**src/design/gas_pkg.sv**
```systemverilog
// Shared types, register indexes and score helpers for the global alignment score block.
`timescale 1ns / 1ps

package gas_pkg;

    localparam int SCORE_W = 12;
    localparam int K_W     = 11;
    localparam int CFG_IDX_W = 2;

    typedef logic signed [SCORE_W-1:0] score_t;
    typedef logic signed [SCORE_W:0]   wide_score_t;

    localparam score_t SCORE_MIN = -12'sd2048;
    localparam score_t SCORE_MAX = 12'sd2047;

    localparam logic [CFG_IDX_W-1:0] REG_MATCH_BONUS      = 2'd0;
    localparam logic [CFG_IDX_W-1:0] REG_MISMATCH_PENALTY = 2'd1;
    localparam logic [CFG_IDX_W-1:0] REG_GAP_PENALTY      = 2'd2;

    typedef struct packed {
        logic [3:0] match_bonus;
        logic [3:0] mismatch_penalty;
        logic [3:0] gap_penalty;
    } cfg_t;

    typedef struct packed {
        logic       clear;
        logic       wr;
        logic [7:0] symbol;
    } load_t;

    // One reference symbol travelling down the chain, with the scores of the row above.
    typedef struct packed {
        logic [7:0] symbol;
        logic       last;
        logic       first;
        logic       hold;
        logic       too_long;
        score_t     up;
        score_t     diag;
    } beat_t;

    // Edge score -k*gap, clamped at the bottom of the score range.
    function automatic score_t edge_score(input logic [K_W-1:0] k, input logic [3:0] g);
        logic [K_W+3:0]      p;
        logic signed [K_W+4:0] n;
        p = (K_W+4)'(k) * (K_W+4)'(g);
        n = -$signed({1'b0, p});
        if (p > (K_W+4)'(2048))
            return SCORE_MIN;
        else
            return score_t'(n);
    endfunction

    function automatic score_t sat_score(input wide_score_t v);
        if (v < wide_score_t'(SCORE_MIN))
            return SCORE_MIN;
        else if (v > wide_score_t'(SCORE_MAX))
            return SCORE_MAX;
        else
            return score_t'(v);
    endfunction

endpackage

```
**src/design/gas_cell.sv**
```systemverilog
// One cell of the systolic row: holds one query symbol and the score of its row.
`timescale 1ns / 1ps

module gas_cell
    import gas_pkg::*;
#(
    parameter int IDX = 1
)
(
    input  logic  clk,
    input  logic  rst_n,
    input  logic  en,
    input  cfg_t  cfg,
    input  load_t load,
    input  logic  sel,
    input  logic  in_valid,
    input  beat_t in_beat,
    output logic  out_valid,
    output beat_t out_beat
);

    logic [7:0]  sym_reg;
    logic        qvalid_reg;
    logic        qvalid_next;
    score_t      h_reg;
    logic        valid_reg;
    beat_t       beat_reg;
    beat_t       beat_next;

    score_t      left;
    wide_score_t diag_term;
    wide_score_t up_term;
    wide_score_t left_term;
    wide_score_t best;
    score_t      new_score;
    logic        update;

    always_comb
    begin
        left = in_beat.first ? edge_score(K_W'(IDX), cfg.gap_penalty) : h_reg;
        if (in_beat.symbol == sym_reg)
            diag_term = wide_score_t'(in_beat.diag) + wide_score_t'({1'b0, cfg.match_bonus});
        else
            diag_term = wide_score_t'(in_beat.diag)
                        - wide_score_t'({1'b0, cfg.mismatch_penalty});
        up_term   = wide_score_t'(in_beat.up) - wide_score_t'({1'b0, cfg.gap_penalty});
        left_term = wide_score_t'(left) - wide_score_t'({1'b0, cfg.gap_penalty});
        best = up_term;
        if (left_term > best)
            best = left_term;
        if (diag_term > best)
            best = diag_term;
        new_score = sat_score(best);
        update    = in_valid && qvalid_reg && !in_beat.hold;

        beat_next = in_beat;
        // Cells past the end of the query only forward the bottom score.
        priority if (!qvalid_reg)
        begin
            beat_next.up   = in_beat.up;
            beat_next.diag = in_beat.diag;
        end
        else if (in_beat.hold)
        begin
            beat_next.up   = h_reg;
            beat_next.diag = h_reg;
        end
        else
        begin
            beat_next.up   = new_score;
            beat_next.diag = left;
        end

        qvalid_next = qvalid_reg;
        if (load.clear)
            qvalid_next = 1'b0;
        if (load.wr && sel)
            qvalid_next = 1'b1;
    end

    always_ff @(posedge clk or negedge rst_n)
    begin
        if (!rst_n)
        begin
            qvalid_reg <= 1'b0;
            valid_reg  <= 1'b0;
        end
        else
        begin
            qvalid_reg <= qvalid_next;
            if (en)
                valid_reg <= in_valid;
        end
    end

    always_ff @(posedge clk)
    begin
        if (load.wr && sel)
            sym_reg <= load.symbol;
        if (en)
            beat_reg <= beat_next;
        if (en && update)
            h_reg <= new_score;
    end

    assign out_valid = valid_reg;
    assign out_beat  = beat_reg;

endmodule

```
**config.mk**
```make
export PLATFORM = sky130hd
export DESIGN_NAME = gas_cell
export DESIGN_NICKNAME = d
export VERILOG_FILES = /design/src/design/gas_pkg.sv /design/src/design/gas_cell.sv
export SDC_FILE = /design/constraint.sdc
export NUM_CORES = 1
export LEC_CHECK = 0
export ABC_CLOCK_PERIOD_IN_PS = 5470
export CAP_MARGIN = 5
export CORE_MARGIN = 2
export CORE_UTILIZATION = 44
export CTS_CLUSTER_SIZE = 12
export DETAILED_ROUTE_END_ITERATION = 12
export DONT_BUFFER_PORTS = 1
export PLACE_DENSITY = 0.59
export SYNTH_ARGS = -nofsm -noshare
export SYNTH_HDL_FRONTEND = slang
export SYNTH_SLANG_ARGS = --single-unit
```
**constraint.sdc**
```tcl
create_clock -name clk -period 5.47 [get_ports clk]
set_input_delay 0.8205 -clock clk [delete_from_list [all_inputs] [get_ports clk]]
set_output_delay 0.8205 -clock clk [all_outputs]
set_load 0.05 [all_outputs]
```
-- Word level (Yosys, flattened, before mapping)
Index checks and enable logic that the tools add are counted.
- $add $sub $neg: 5
- magnitude comparators: 4
- equality and inequality tests: 1
- muxes and demuxes: 10
- reduce and logical (&&, ||, !) cells: 6
- operators with widths (cell ; count):
    two-way mux 24 bit ; 2
    two-way mux 13 bit ; 3
    subtractor 12 x 5 -> 13 bit ; 3
    two-way mux 12 bit ; 3
    > comparator 13 bit ; 2
    adder 12 x 5 -> 13 bit ; 1
    > comparator 13 x 12 -> 1 bit (second input constant) ; 1
    < comparator 13 x 12 -> 1 bit (second input constant) ; 1
    negator 4 -> 12 bit ; 1
    equality test 8 bit ; 1
    logical AND 1 bit ; 4
    two-way mux 1 bit ; 2
    nonzero test 2 bit ; 1
    logical NOT 1 bit ; 1
- bits in registers: 58
- input bits: 63
- output and inout port bits: 37
- word-level logic and storage cells: 37

-- Longest topological paths before layout
- word-level depth: 12
- depth in mapped cells: 32
- depth with buffers taken out: 29

-- Worst setup path after synthesis
Ideal clock, no wire load.
- path type: input -> register
- start: input port in_beat[26] in the netlist's numbering
- end: register beat_reg (netlist bit out_beat[22]), data pin
- library setup time: 0.254 ns
- data arrival time: 6.718 ns
- path slack: -1.501 ns
- cell stages on the path: 30
- buffers on the path: 5
- cells stage by stage: buf_6 -> clkbuf_1 -> mux2i_1 -> inv_1 -> ha_1 -> nor2b_1 -> o31a_1 -> nor3b_1 -> and3_1 -> xor2_1 -> inv_1 -> ha_1 -> and4_1 -> nand2_2 -> a311o_1 -> o211ai_2 -> o21a_4 -> buf_8 -> buf_2 -> mux2i_1 -> ha_1 -> and4_1 -> a21oi_1 -> o21ai_0 -> a2111o_1 -> o211ai_1 -> clkbuf_1 -> o21ai_0 -> o22a_1 -> a21o_1
- RTL lines (element ; line ; text):
    start: declaration ; gas_cell.sv:17 ; input beat_t in_beat,
    end signal: assignment ; gas_cell.sv:101 ; beat_reg <= beat_next;
    end: declaration ; gas_cell.sv:27 ; beat_t beat_reg;

==> run_results.csv <==
group,metric,value,unit
global_routing,grt_use_total,27.2,%
clock_tree,clockBufferDepth,2,
global_routing,grt_pass1_vias,5026,
route,drt_iter0_markers,442,
final_layout,nNetsFinal,825,
outcome,failed_checks,"setup timing",
synth,async_flop_share,3.45,%
final_layout,largest_register_ffs,36,
clock_tree,cts_htree_levels,3,
timing,fin_crit_sh,116,%
final_layout,num_antenna_cells,0,
floorplanning,core,11400,um2
global_routing,grt_overflow,0,
final_layout,syn2layout_area_growth,43.2,%
clock_tree,clockRootBuffer,"clkbuf_16",
timing,timing.final.ws_setup,-0.885,ns
floorplanning,start_util,45.0,%
power_and_ir_drop,p_per_area,313,nW/um2
setup_path,end_kind,"flop",
synth,synth_warnings,0,
synth,synth_edf_count,56,
final_layout,multiInputGateArea,3680,um2
outcome,status,"complete, but fails checks",
final_layout,final_cell_mix,"buf_4, edfxtp_1, inv_1",
placed_design,globalplace.congestion,0.926,
clock_tree,insertion_delay,0.32,ns
timing,clock_skew,0.00401,ns
clock_tree,path_clk_slew,0.05,ns
placed_design,hpwlAfterDp,13200,um
setup_path,crit_fanout,7,
synth,syn_avg_cell_area,9.31,um2
timing,rsz0062_at_grt,"yes",
timing,relSlewSlack,26.0,%
route,final_antenna_net_count,0,
setup_path,cpMostUsedCell,"ha_4",
route,drc,0,
synth,ys_seq_elements,58,
floorplanning,die_w,112,um
final_layout,final_common_cell,"buf_4",
clock_tree,numCtsBuffers,9,
global_routing,grt_first_pass_wirelength,26800,um
timing,hold_viol,0,
setup_path,critPathMaxStageDelay,0.39,ns
job,maxCapViolations,0,
synth,synth_area,5120,um2
power_and_ir_drop,finalPower,2.30,mW
hold_path,min_path_type,"in -> async",
floorplanning,io_pins,100,
final_layout,fillCellCount,906,
setup_path,r2r_start,"h_reg[1]",
power_and_ir_drop,p_leak,3.10,nW
route,vias,4976,
synth,postSynthCellCount,550,
setup_path,worstSetupPathType,"in -> reg",
global_routing,grt_max_degree,39,
timing,max_freq,0.157,GHz
route,avgViaCountPerCell,5.81,
clock_tree,clkSinkCount,58,
setup_path,crit_arrival,6.49,ns
setup_path,start_kind,"primary input",
power_and_ir_drop,peakVddDrop,0.332,mV
route,dr.pass1.iters,7,
setup_path,cpMaxStageDelayCell,"a2111o_1",
timing,drv_slew,0,
final_layout,drive_gt1_share,38.9,%
setup_path,cp.required,5.61,ns
floorplanning,die_h,112,um
timing,setup_viol,24,
final_layout,final_area,7330,um2
synth,yosysUniqueCellTypes,69,
timing,period_needed,6.35,ns
synth,synth-main-ff-cell,"edfxtp_1",
timing,worst_pin_slew,1.11,ns
route,wl,16900,um
clock_tree,cts_tree,"done",
floorplanning,num_rows,39,
synth,yosysSeqAreaShare,33.8,%
placed_design,port_buffers,0,
final_layout,seq_area,1730,um2
global_routing,antenna_found_initial,0,
clock_tree,cts_hold_buf,0,
synth,syn_nets,666,
setup_path,startpoint,"cfg[1]",
floorplanning,die_area,12500,um2
placed_design,place_area,6310,um2
route,wl_per_cell,19.7,um
-- repair_timing --
action                                  CTS  global route
endpoints found under the hold margin     0             0
setup buffers                            22             8
gates resized for setup                  84            20
endpoints found under the setup margin   24            24
pin swaps                                36            17
-- synthesized netlist by cell type (all sizes together) (5+ instances only) --
cell type | number | share of area, %
a211oi | 6 | 0.88
a21o | 10 | 1.5
a21oi | 43 | 4.2
a31oi | 5 | 0.61
clkbuf | 12 | 0.88
edfxtp | 56 | 33
ha | 50 | 12
inv | 50 | 3.7
maj3 | 7 | 1.4
mux2 | 12 | 2.7
mux2i | 12 | 2.3
nand2 | 32 | 2.4
nand2b | 5 | 0.61
nand3 | 15 | 1.5
nor2 | 36 | 2.6
nor2b | 9 | 1.1
nor3 | 14 | 1.4
nor4 | 5 | 0.61
o211ai | 14 | 2.2
o21a | 6 | 1.0
o21ai | 39 | 3.9
o21bai | 5 | 0.73
o31ai | 6 | 0.98
xnor2 | 24 | 4.1
xor2 | 16 | 2.7
-- cell families (layout without fill, tap and decap cells) --
kind of cell | after synthesis | after routing | synth area share (%)
buffers and inverters | 67 | 231 | 5.38
adder cells (fa/ha/maj) | 60 | 60 | 14.8
XOR/XNOR | 40 | 40 | 6.84
multiplexers | 24 | 24 | 5.06
AND/OR/NAND/NOR | 149 | 149 | 14.9
AO/OA/AOI/OAI | 152 | 152 | 19.3
flip-flops | 58 | 58 | 33.8
-- final timing paths --
check,endpoint,slack (ns),depth (start not counted)
worst max-delay path,out_beat[13],-0.88,30
worst min-delay path,qvalid_reg,0.19,0
min in group clk,qvalid_reg,0.58,1
worst max register to register,out_beat[13],-0.48,28
max in group asynchronous,out_valid,5.21,0
worst min register to register,out_beat[7],0.74,2
-- final cells by class --
| class | count | share of cell area (%) |
|---|---|---|
| Multi-Input combinational cell | 425 | 50.2 |
| Sequential cell | 58 | 23.6 |
| Timing Repair Buffer | 164 | 17.5 |
| Clock buffer | 10 | 3.12 |
| Inverter | 51 | 2.70 |
| Tap cell | 143 | 2.44 |
| Clock inverter | 6 | 0.461 |
-- where the power goes --
part           switching (mW)  internal (mW)
combinational           0.567          0.580
clock                   0.185          0.301
sequential              0.110          0.553
-- metrics by stage --
stage	setup WS, ns	instances	hold WS [ns]	TNS (ns)	util (%)
2_1_floorplan	-1.11	550	0.525	-20.02	-
3_3_place_gp	-1.25	812	0.525	-25.72	55.5
3_5_place_dp	-1.44	812	0.525	-29.46	55.5
4_1_cts	-0.656	849	0.183	-11.39	62.9
5_1_grt	-1.05	857	0.175	-20.21	64.5
6_report	-0.885	857	0.191	-16.01	64.5
-- critical path, delay by kind of cell --
family / cells / cell delay (ns)
multiplexers: 3 / 0.76
AO/OA/AOI/OAI: 11 / 2.04
AND/OR/NAND/NOR: 5 / 0.96
XOR/XNOR: 2 / 0.33
adder cells (fa/ha/maj): 4 / 0.94
buffers and inverters: 5 / 0.63
-- layer usage --
layer / vias to the layer above / global-route usage (%) / share of wire [%]
met2: 243 / 45.5 / 48
li1: 2357 / - / -
met1: 2327 / 36.4 / 42
met4: 0 / 8.64 / 3.6
met5: - / 0 / 0
met3: 49 / 4.25 / 6.5
(Power assumes the default switching activity.)
